$ cat src/sv/point_to_depth_image_projector_macros.svh
// assertion macros for the point to depth image projector
// expects signals clk and rst in the scope of each use
`ifndef POINT_TO_DEPTH_IMAGE_PROJECTOR_MACROS_SVH
`define POINT_TO_DEPTH_IMAGE_PROJECTOR_MACROS_SVH

// condition holds at every clock edge outside reset
`define PDIP_ASSERT_ALWAYS(label, cond, msg) \
  label: assert property (@(posedge clk) disable iff (rst) (cond)) else $error(msg);

// consequent holds in the same cycle as the antecedent
`define PDIP_ASSERT_IMPLIES(label, ante, cons, msg) \
  label: assert property (@(posedge clk) disable iff (rst) (ante) |-> (cons)) else $error(msg);

`endif

$ cat src/sv/pdip_pkg.sv
// shared constants, codes and types of the point to depth image projector
// no dependencies
package pdip_pkg;

  localparam int FRAME_WIDTH  = 640;
  localparam int FRAME_HEIGHT = 480;
  localparam int FRAME_DEPTH  = FRAME_WIDTH * FRAME_HEIGHT;
  localparam int ADDR_W       = $clog2(FRAME_DEPTH);

  localparam int COL_W   = 10;
  localparam int ROW_W   = 9;
  localparam int DEPTH_W = 16;
  localparam int CFG_W   = 16;
  localparam int XY_W    = 16;
  localparam int Z_W     = 17;

  // products of a coordinate by a focal length and of a center by the depth
  localparam int PROD_XY_W = XY_W + CFG_W + 1;
  localparam int PROD_Z_W  = Z_W + CFG_W + 1;

  // signed numerator of one axis and the dividend after dropping 4 fraction bits
  localparam int NUM_W = 35;
  localparam int DVD_W = NUM_W - 5;

  localparam logic [1:0] OP_CLEAR = 2'd0;
  localparam logic [1:0] OP_WRITE = 2'd1;
  localparam logic [1:0] OP_READ  = 2'd2;

  localparam logic [1:0] REG_FOCAL_X  = 2'd0;
  localparam logic [1:0] REG_FOCAL_Y  = 2'd1;
  localparam logic [1:0] REG_CENTER_X = 2'd2;
  localparam logic [1:0] REG_CENTER_Y = 2'd3;

  typedef struct packed {
    logic               en;
    logic               we;
    logic [ADDR_W-1:0]  addr;
    logic [DEPTH_W-1:0] wdata;
  } mem_req_t;

endpackage

$ cat src/sv/pdip_divider.sv
// restoring unsigned divider, one quotient bit per cycle
// depends on pdip_pkg
module pdip_divider
  import pdip_pkg::*;
(
  input  logic             clk,
  input  logic             rst,
  input  logic             start,
  input  logic [DVD_W-1:0] dividend,
  input  logic [Z_W-1:0]   divisor,
  output logic             done,
  output logic [DVD_W-1:0] quotient
);

  localparam int CNT_W = $clog2(DVD_W);

  logic             busy;
  logic [CNT_W-1:0] cnt;
  logic [Z_W-1:0]   rem;
  logic [Z_W-1:0]   dsr;
  logic [DVD_W-1:0] acc;
  logic [Z_W:0]     shifted;
  logic [Z_W:0]     diff;
  logic             ge;

  assign shifted  = {rem, acc[DVD_W-1]};
  assign ge       = shifted >= {1'b0, dsr};
  assign diff     = ge ? shifted - {1'b0, dsr} : shifted;
  assign quotient = acc;

  always_ff @(posedge clk) begin
    if (rst) begin
      busy <= 1'b0;
      done <= 1'b0;
    end else begin
      done <= 1'b0;
      if (start) begin
        busy <= 1'b1;
      end else if (busy && cnt == CNT_W'(DVD_W - 1)) begin
        busy <= 1'b0;
        done <= 1'b1;
      end
    end
  end

  always_ff @(posedge clk) begin
    if (start) begin
      cnt <= '0;
      rem <= '0;
      acc <= dividend;
      dsr <= divisor;
    end else if (busy) begin
      cnt <= cnt + CNT_W'(1);
      rem <= diff[Z_W-1:0];
      acc <= {acc[DVD_W-2:0], ge};
    end
  end

endmodule

$ cat config.mk
export PLATFORM = sky130hd
export DESIGN_NAME = pdip_divider
export DESIGN_NICKNAME = d
export VERILOG_FILES = /design/src/sv/point_to_depth_image_projector_macros.svh /design/src/sv/pdip_pkg.sv /design/src/sv/pdip_divider.sv
export SDC_FILE = /design/constraint.sdc
export NUM_CORES = 1
export LEC_CHECK = 0
export BUFFER_PORTS_ARGS = -buffer_cell sky130_fd_sc_hd__buf_2
export CAP_MARGIN = 0
export CORE_MARGIN = 2
export CORE_UTILIZATION = 50
export DETAILED_ROUTE_END_ITERATION = 16
export PLACE_DENSITY_LB_ADDON = 0.25
export SYNTH_ARGS = -nofsm -noshare
export SYNTH_HDL_FRONTEND = slang
export SYNTH_SLANG_ARGS = --single-unit
$ cat constraint.sdc
create_clock -name clk -period 4.1 [get_ports clk]
set_clock_uncertainty 0.2 [all_clocks]
set_input_delay 0.82 -clock clk [delete_from_list [all_inputs] [get_ports clk]]
set_output_delay 0.82 -clock clk [all_outputs]
set_load 0.005 [all_outputs]
Word level (Yosys, flattened, before mapping)
Cells that the tools add are included.

cells by class
  eq/ne operators = 1
  reductions and logical operators = 4
  add/sub/neg operators = 2
  $lt $le $gt $ge = 1
  muxes and demuxes = 6

operators by type and width
  kind                 count
  $mux 30              2
  $ge 18x17->1         1
  $mux 17              1
  $sub 17x17->17       1
  $add 5x1->5 const B  1
  $eq 5x5->1 const B   1
  $reduce_bool 2->1    2
  $mux 1               3
  $reduce_or 2->1      1
  $logic_and 1x1->1    1

storage, ports and cells
  flip-flop bits (word level) = 71
  input port bits = 50
  word-level logic and storage cells = 20
  output and inout bits = 31

Logic depth before layout (Yosys ltp)
Gate-level depths: netlist of run 1.

  word-level depth = 4
  gate-level depth with buffers = 11
  mapped depth without buffers = 10

Least setup slack after synthesis of run 1
No wires, ideal clock.

  path type = reg-to-reg
  from = register acc[29] (netlist: quotient[29])
  to = register acc[0] (netlist: quotient[0]) (data pin)
  arrival = 2354 ps
  path slack = 1286 ps
  clock period less this slack = 2814 ps
  library setup time = 260 ps
  stages on the path, launching flop included = 11
  buffers on the path = 1
  cell sequence = edfxtp_1 -> inv_1 -> ha_1 -> inv_1 -> fa_1 -> a21o_1 -> a221oi_4 -> o2111ai_2 -> a41o_1 -> buf_6 -> mux2_2

on the way
  longest elaborated chain between the ends = 3

ends and longest elaborated chain
  item                      RTL line            source
  start: declaration        pdip_divider.sv:21  logic [DVD_W-1:0] acc;
  start signal: assignment  pdip_divider.sv:50  acc <= dividend;
  start signal: assignment  pdip_divider.sv:55  acc <= {acc[DVD_W-2:0], ge};
  $ge 18x17->1              pdip_divider.sv:27  assign ge = shifted >= {1'b0, dsr};
  $mux 30                   pdip_divider.sv:52  end else if (busy) begin
  $mux 30                   pdip_divider.sv:47  if (start) begin

No other way between the ends. The select of a mux whose other input is x is not followed.
A chain may end at the register's enable or synchronous reset.

Worst setup path in the final report of run 1
Same ends and word-level chain as after synthesis.

==> results of run 1 <==
==> routing by layer <==
| layer | GRT usage [%] | share of wire (%) |
|---|---|---|
| met5 | 0 | 0 |
| met3 | 6.224 | 7.4 |
| met4 | 6.439 | 1.5 |
| met2 | 33.52 | 47 |
| met1 | 28.79 | 44 |
==> flip-flops by register name, indices dropped and copies added (netlist names) <==
name and flops:
quotient 30, dsr 17, rem 17, cnt 5
busy 1, done 1
==> worst max-delay path by stage <==
| stage | to | slack [ns] | depth (start not counted) |
|---|---|---|---|
| floorplan | quotient[0] | 1.29 | 10 |
| global placement | quotient[0] | 1.13 | 9 |
| detailed placement | quotient[0] | 1.07 | 9 |
| CTS | quotient[0] | 1.07 | 9 |
| global route | rem[9] | 0.94 | 11 |
| finish | quotient[0] | 1.07 | 9 |
==> cell type report <==
type                    instances  area [µm²]
clock inverters                 6       71.32
flip-flops and latches         71        1892
clock buffers                  10       127.6
well taps                      99       123.9
inverters                      22       82.58
fillers                       598        2838
repair buffers                 85       437.9
multi-input cells             226        1758
==> stage by stage <==
step | instance area, µm² | cells | hold slack [ns] | utilization (%) | power, W
after floorplan | 3815 | 338 | 0.2526 | - | 0.001064
after global placement | 4294 | 503 | 0.2743 | 58.58 | 0.001161
after detailed placement | 4294 | 503 | 0.2806 | 58.58 | 0.001172
after CTS | 4493 | 519 | 0.3018 | 61.29 | 0.001737
after global routing | 4493 | 519 | 0.3264 | 61.29 | 0.001808
final | 4493 | 519 | 0.3073 | 61.29 | 0.001722
==> power by group through the flow <==
| stage | clock (W) | combinational, W | sequential, W |
|---|---|---|---|
| finish | 0.000563 | 0.000303 | 0.000857 |
| global route | 0.000608 | 0.000336 | 0.000864 |
| CTS | 0.000578 | 0.000302 | 0.000857 |
| detailed placement | 0 | 0.000301 | 0.000871 |
| global placement | 0 | 0.000290 | 0.000871 |
| floorplan | 0 | 0.000194 | 0.000870 |
==> layout by cell type, fill, tap and decap left out, drive strengths merged, types with 2 or more instances in the layout <==
cell type,n
buf,85
edfxtp,47
mux2,30
nand2,24
dfxtp,24
inv,23
ha,19
a21oi,17
nor2,17
o21ai,10
clkbuf,10
xor2,9
nand2b,7
nand4,6
nand3,6
a211oi,6
xnor2,6
mux2i,6
nor2b,5
a21o,5
a32oi,5
and3,5
o2111ai,4
a311oi,4
o211ai,3
o31ai,3
nor3,3
o311ai,3
and2,2
o21a,2
a41o,2
a31oi,2
clkinvlp,2
clkinv,2
a221oi,2
==> critical path, stage by stage, from the launching register on <==
cell and delay [ns]:
edfxtp_1 0.40, inv_1 0.08, ha_1 0.16, inv_1 0.06
fa_1 0.39, a21o_1 0.24, a221oi_4 0.31, o2111ai_2 0.16
a41o_1 0.46, mux2_2 0.34
==> logic make-up after synthesis <==
family	Yosys count	synth area share [%]
simple gates	80	10.46
compound gates	75	14.99
flops	71	49.59
buf+inv	41	4.329
mux	36	10.43
fa+ha+maj	20	6.756
xor+xnor	15	3.444
==> flow_metrics.env, run 1 <==
export IMPL_crit_type="reg -> reg"
export IMPL_yosysSeqAreaShare_pct=49.59
export IMPL_worstRegToRegCells=9
export IMPL_clkPwrFrac_pct=32.7
export IMPL_gp_congestion=0.8480
export IMPL_drc=0
export IMPL_cts_tree="done"
export IMPL_grt_overflow=0
export IMPL_worstPathArrival_ns=2.93
export IMPL_root_buffer="clkbuf_8"
export IMPL_yosysMostFrequentCell="edfxtp_1"
export IMPL_cts_buffer_depth=2
export IMPL_whs_path_depth=2
export IMPL_final_nets=485
export IMPL_r2r_start="quotient[29]"
export IMPL_cts_hold_buf=0
export IMPL_min_from="cnt[4]"
export IMPL_numPortBuffers=80
export IMPL_finalHoldViolCount=0
export IMPL_drt_wl_total_um=8375
export IMPL_grt_max_degree=63
export IMPL_cts_num_sinks=71
export IMPL_status="finished clean"
export IMPL_holdPathEnd="done"
export IMPL_synth_edf_count=47
export IMPL_antenna_found_initial=0
export IMPL_setup_violations_final=0
export IMPL_drt_initial_drc_count=215
export IMPL_syn2layout_area_growth_pct=17.78
export IMPL_synthTopCellsByCount="47 x edfxtp_1, 30 x mux2_2, 24 x dfxtp_1, 24 x nand2_1, 22 x inv_1"
export IMPL_synth_cell_types=53
export IMPL_yosysTopAreaCell="edfxtp_1"
export IMPL_worst_pin_slew_ns=0.7886
export IMPL_clk_latency_ns=0.35
export IMPL_finalCriticalPeriod_ns=3.026
export IMPL_worstPathRequired_ns=4.01
export IMPL_ir_drop_uv=277.6
export IMPL_slew_violations=0
export IMPL_crit_path_start="quotient[29]"
export IMPL_cts_resized=0
export IMPL_cts_made_buffers=9
export IMPL_post_dp_hpwl_um=5935
export IMPL_syn_nets=408
export IMPL_worst_slew_margin_rel_pct=47.32
export IMPL_synth_area_per_cell_um2=11.29
export IMPL_antenna_cells=0
export IMPL_cts_clk_slew_worst_paths_ns=0.08
export IMPL_critPathCaptureType="register"
export IMPL_via_count=2932
export IMPL_syn_area_um2=3815
export IMPL_io_pins=81
export IMPL_power_frac_seq_pct=49.7
export IMPL_grt_use_total_pct=21.38
export IMPL_rsz0062_at_grt="false"
export IMPL_yosysWarnings=0
export IMPL_combPwrFrac_pct=17.6
export IMPL_worst_slack_ns=1.074
export IMPL_floorplan_initialDensity_pct=52.04
export IMPL_p_sw_share_pct=27.37
export IMPL_start_kind="register"
export IMPL_htreeDepth=3
export IMPL_fmax_mhz=330.5
export IMPL_synthArstFlopShare_pct=0
export IMPL_grt_pass1_wl_um=14110
export IMPL_synth_ff_type="edfxtp_1"
export IMPL_p_int_w=0.001251
export IMPL_r2r_setup_slack_ns=1.07
export IMPL_cts_setup_buffers=0
export IMPL_maxCapViolCount=0
export IMPL_finalSetupTns_ns=0
export IMPL_ys_seq_elements=71
export IMPL_power_switching_w=0.0004714
export IMPL_die_h_um=91.35
export IMPL_die_area_um2=8345
export IMPL_place_worst_setup_slack_ns=1.071
export IMPL_yosys_area_top_type_share_pct=37.00
export IMPL_yosys_top_cells_area="edfxtp_1 37%, dfxtp_1 13%, mux2_2 8.9%, ha_1 6.2%, nand2_1 2.4%"
export IMPL_final_period_utilization_pct=73.80
export IMPL_std_cell_rows=31
export IMPL_die_x_um=91.35
export IMPL_detail_route_antenna_nets=0
export IMPL_p_leak_nw=1.895
export IMPL_cp_max_fo=10
export IMPL_grt_pass1_vias=2894
export IMPL_core_um2=7331
export IMPL_post_route_cells_drive_above_1_share_pct=32.62
export IMPL_cellPowerDensity_nw_per_um2=383.3
export IMPL_wl_per_cell_um=16.14
export IMPL_r2r_end="quotient[0]"
export IMPL_dr_pass1_iters=5
export IMPL_netlist_instances=338
export IMPL_viasPerCell=5.649
export IMPL_hp_class="reg -> reg"
No activity file was read; power rests on OpenSTA's default activity.
==> inputs of run 2 (changes only) <==
--- a/config.mk
+++ b/config.mk
@@ -5,6 +5,7 @@
 export SDC_FILE = /design/constraint.sdc
 export NUM_CORES = 1
 export LEC_CHECK = 0
+export ABC_AREA = 1
 export BUFFER_PORTS_ARGS = -buffer_cell sky130_fd_sc_hd__buf_2
 export CAP_MARGIN = 0
 export CORE_MARGIN = 2
==> constraint.sdc (replaced) <==
create_clock -name clk -period 2.56 [get_ports clk]
set_clock_uncertainty 0.2 [all_clocks]
set_input_delay 0.512 -clock clk [delete_from_list [all_inputs] [get_ports clk]]
set_output_delay 0.512 -clock clk [all_outputs]
set_load 0.005 [all_outputs]
==> flow_metrics.env, run 2 <==
export IMPL_critPathCaptureType="register"
export IMPL_largest_reg_flops=30
export IMPL_drt_wl_total_um=9397
export IMPL_maxCapViolCount=0
export IMPL_stdcell_count=729
export IMPL_detail_route_antenna_nets=0
export IMPL_post_dp_hpwl_um=7139
export IMPL_clk_latency_ns=0.35
export IMPL_start_kind="register"
export IMPL_core_um2=8093
export IMPL_cp_slowest_cell="fa_1"
export IMPL_cts_num_sinks=71
export IMPL_drc=0
export IMPL_final_period_utilization_pct=93.69
export IMPL_cts_made_buffers=9
export IMPL_antenna_cells=0
export IMPL_fmax_mhz=416.9
export IMPL_grt_overflow=0
export IMPL_worstPathRequired_ns=2.59
export IMPL_cts_tree="done"
export IMPL_post_place_cells=713
export IMPL_fill_cells=778
export IMPL_gp_congestion=0.9081
export IMPL_final_nets=689
export IMPL_numPortBuffers=80
export IMPL_slew_violations=0
export IMPL_crit_chain="inv_1 > ha_1 > inv_1 > fa_1 > nand3_1 > nand3_1 > nand2_1 > nand2_1 > nand2_1 > nand3b_1 > nand2_1 > nand2_1 > nand3_1 > nand2_1"
export IMPL_yosysWarnings=0
export IMPL_post_route_cells_drive_above_1_share_pct=19.71
export IMPL_finalCriticalPeriod_ns=2.398
export IMPL_seq_area_um2=1892
export IMPL_worstRegToRegCells=14
export IMPL_synthArstFlopShare_pct=0
export IMPL_synth_area_per_cell_um2=7.690
export IMPL_cellPowerDensity_nw_per_um2=561.8
export IMPL_multiInputGateArea_um2=1809
export IMPL_netlist_instances=534
export IMPL_max_stage_delay_ns=0.43
export IMPL_yosysTopAreaCell="edfxtp_1"
export IMPL_syn2layout_area_growth_pct=17.52
export IMPL_final_cell_mix="219 x nand2_1, 80 x inv_1, 80 x buf_2, 47 x edfxtp_1, 38 x nand3_1"
export IMPL_grt_pass1_wl_um=15970
export IMPL_std_cell_rows=33
export IMPL_rsz0062_at_grt="false"
export IMPL_path_common_cell="nand2_1"
export IMPL_cp_max_fo=4
export IMPL_syn_nets=604
export IMPL_yosysSeqAreaShare_pct=46.07
export IMPL_placed_cell_area_um2=4599
export IMPL_timing_hold_ws_ns=0.1264
export IMPL_ir_drop_uv=277.8
export IMPL_postLayoutCellArea_um2=4826
export IMPL_cts_clk_slew_worst_paths_ns=0.09
export IMPL_yosys_top_cells_area="edfxtp_1 34%, nand2_1 20%, dfxtp_1 12%, inv_1 7.3%, ha_1 5.8%"
export IMPL_grt_use_total_pct=22.97
export IMPL_antenna_found_initial=0
export IMPL_crit_path_start="quotient[29]"
export IMPL_r2r_start="quotient[29]"
export IMPL_r2r_end="rem[16]"
export IMPL_die_area_um2=8954
export IMPL_floorplan_initialDensity_pct=50.74
export IMPL_ys_seq_elements=71
export IMPL_yosys_area_top_type_share_pct=34.37
export IMPL_wl_per_cell_um=12.89
export IMPL_viasPerCell=4.908
export IMPL_cts_buffer_depth=2
export IMPL_endpoint="rem[16]"
export IMPL_synth_edf_count=47
export IMPL_drt_initial_drc_count=167
export IMPL_finalHoldViolCount=0
export IMPL_p_total_w=0.002711
export IMPL_finalSetupTns_ns=0
export IMPL_yosysMostFrequentCell="nand2_1"
export IMPL_syn_area_um2=4106
export IMPL_layout_commonest_cell="nand2_1"
export IMPL_synth_ff_type="edfxtp_1"
export IMPL_htreeDepth=3
export IMPL_setup_violations_final=0
export IMPL_cts_hold_buf=0
export IMPL_grt_pass1_vias=3556
export IMPL_die_x_um=94.63
export IMPL_r2r_setup_slack_ns=0.16
export IMPL_status="finished clean"
export IMPL_io_pins=81
export IMPL_crit_type="reg -> reg"
export IMPL_via_count=3578
export IMPL_worst_pin_slew_ns=0.5527
export IMPL_worstPathArrival_ns=2.43
export IMPL_synth_cell_types=31
export IMPL_worst_slew_margin_rel_pct=63.15
export IMPL_dr_pass1_iters=4
export IMPL_hp_class="in -> reg"
export IMPL_p_leak_nw=2.588
export IMPL_root_buffer="clkbuf_8"
export IMPL_die_h_um=94.63
export IMPL_grt_max_degree=49
export IMPL_synthTopCellsByCount="219 x nand2_1, 80 x inv_1, 47 x edfxtp_1"
## run 2: worst min path at each step
| stage | start | endpoint | slack (ns) | cells past startpoint |
|---|---|---|---|---|
| 2_1_floorplan | cnt[4] | cnt[4] | 0.22 | 1 |
| 3_3_place_gp | cnt[4] | cnt[4] | 0.24 | 1 |
| 3_5_place_dp | cnt[4] | cnt[4] | 0.25 | 1 |
| 4_1_cts | rst | busy | 0.1 | 2 |
| 5_1_grt | rst | busy | 0.11 | 2 |
| 6_report | rst | busy | 0.13 | 2 |
## run 2: logic make-up (layout without fill, tap and decap cells)
group | count (synthesis) | count (layout) | share of synthesized area, %
AOI/OAI and AO/OA | 27 | 27 | 3.626
adders and majority gates | 20 | 20 | 6.277
and+or+nand+nor | 312 | 312 | 32.54
DFF | 71 | 71 | 46.07
xor gates and xnor gates | 7 | 7 | 1.493
buffers and inverters | 97 | 187 | 9.994
## run 2: cell type report
type                       count  share of cell area (%)
inverter                      83                   6.456
multi-input combinational    366                   37.49
tap                          105                   2.722
timing repair buffer          88                   9.541
sequential                    71                   39.20
clock inverter                 6                   1.945
clock buffer                  10                   2.645
## run 2: metal layers
metal / global-route usage (%) / up-vias / share of wire, %
li1: - / 1845 / -
met1: 29.20 / 1617 / 45
met2: 38.30 / 103 / 47
met3: 6.225 / 13 / 6.8
met4: 6.884 / 0 / 1.3
met5: 0 / - / 0
## run 2: power by group
| part | internal [W] | total [W] | switching (W) |
|---|---|---|---|
| logic | 0.000141 | 0.000350 | 0.000209 |
| registers | 0.00131 | 0.00135 | 0.0000402 |
| clock network | 0.000556 | 0.00101 | 0.000451 |
| total | 0.00201 | 0.00271 | 0.000700 |
## run 2: timing repair
| action | CTS | global route |
|---|---|---|
| endpoints found under the setup margin | 0 | 16 |
| gates resized for setup | 0 | 1 |
| setup buffers | 0 | 0 |
| hold endpoints to repair | 0 | 0 |
## run 2: through the flow
step	util (%)	setup slack, ns
after floorplan	-	0.1943
after global placement	56.83	0.2009
after detailed placement	56.83	0.1260
after CTS	59.57	0.1224
after global routing	59.63	0.006921
final	59.63	0.1615
## run 2: critical path, delay by kind of cell (launching register included)
family	cells	cell delay [ns]
adders and majority gates	2	0.57
buffers and inverters	2	0.16
DFF	1	0.38
and+or+nand+nor	10	0.99
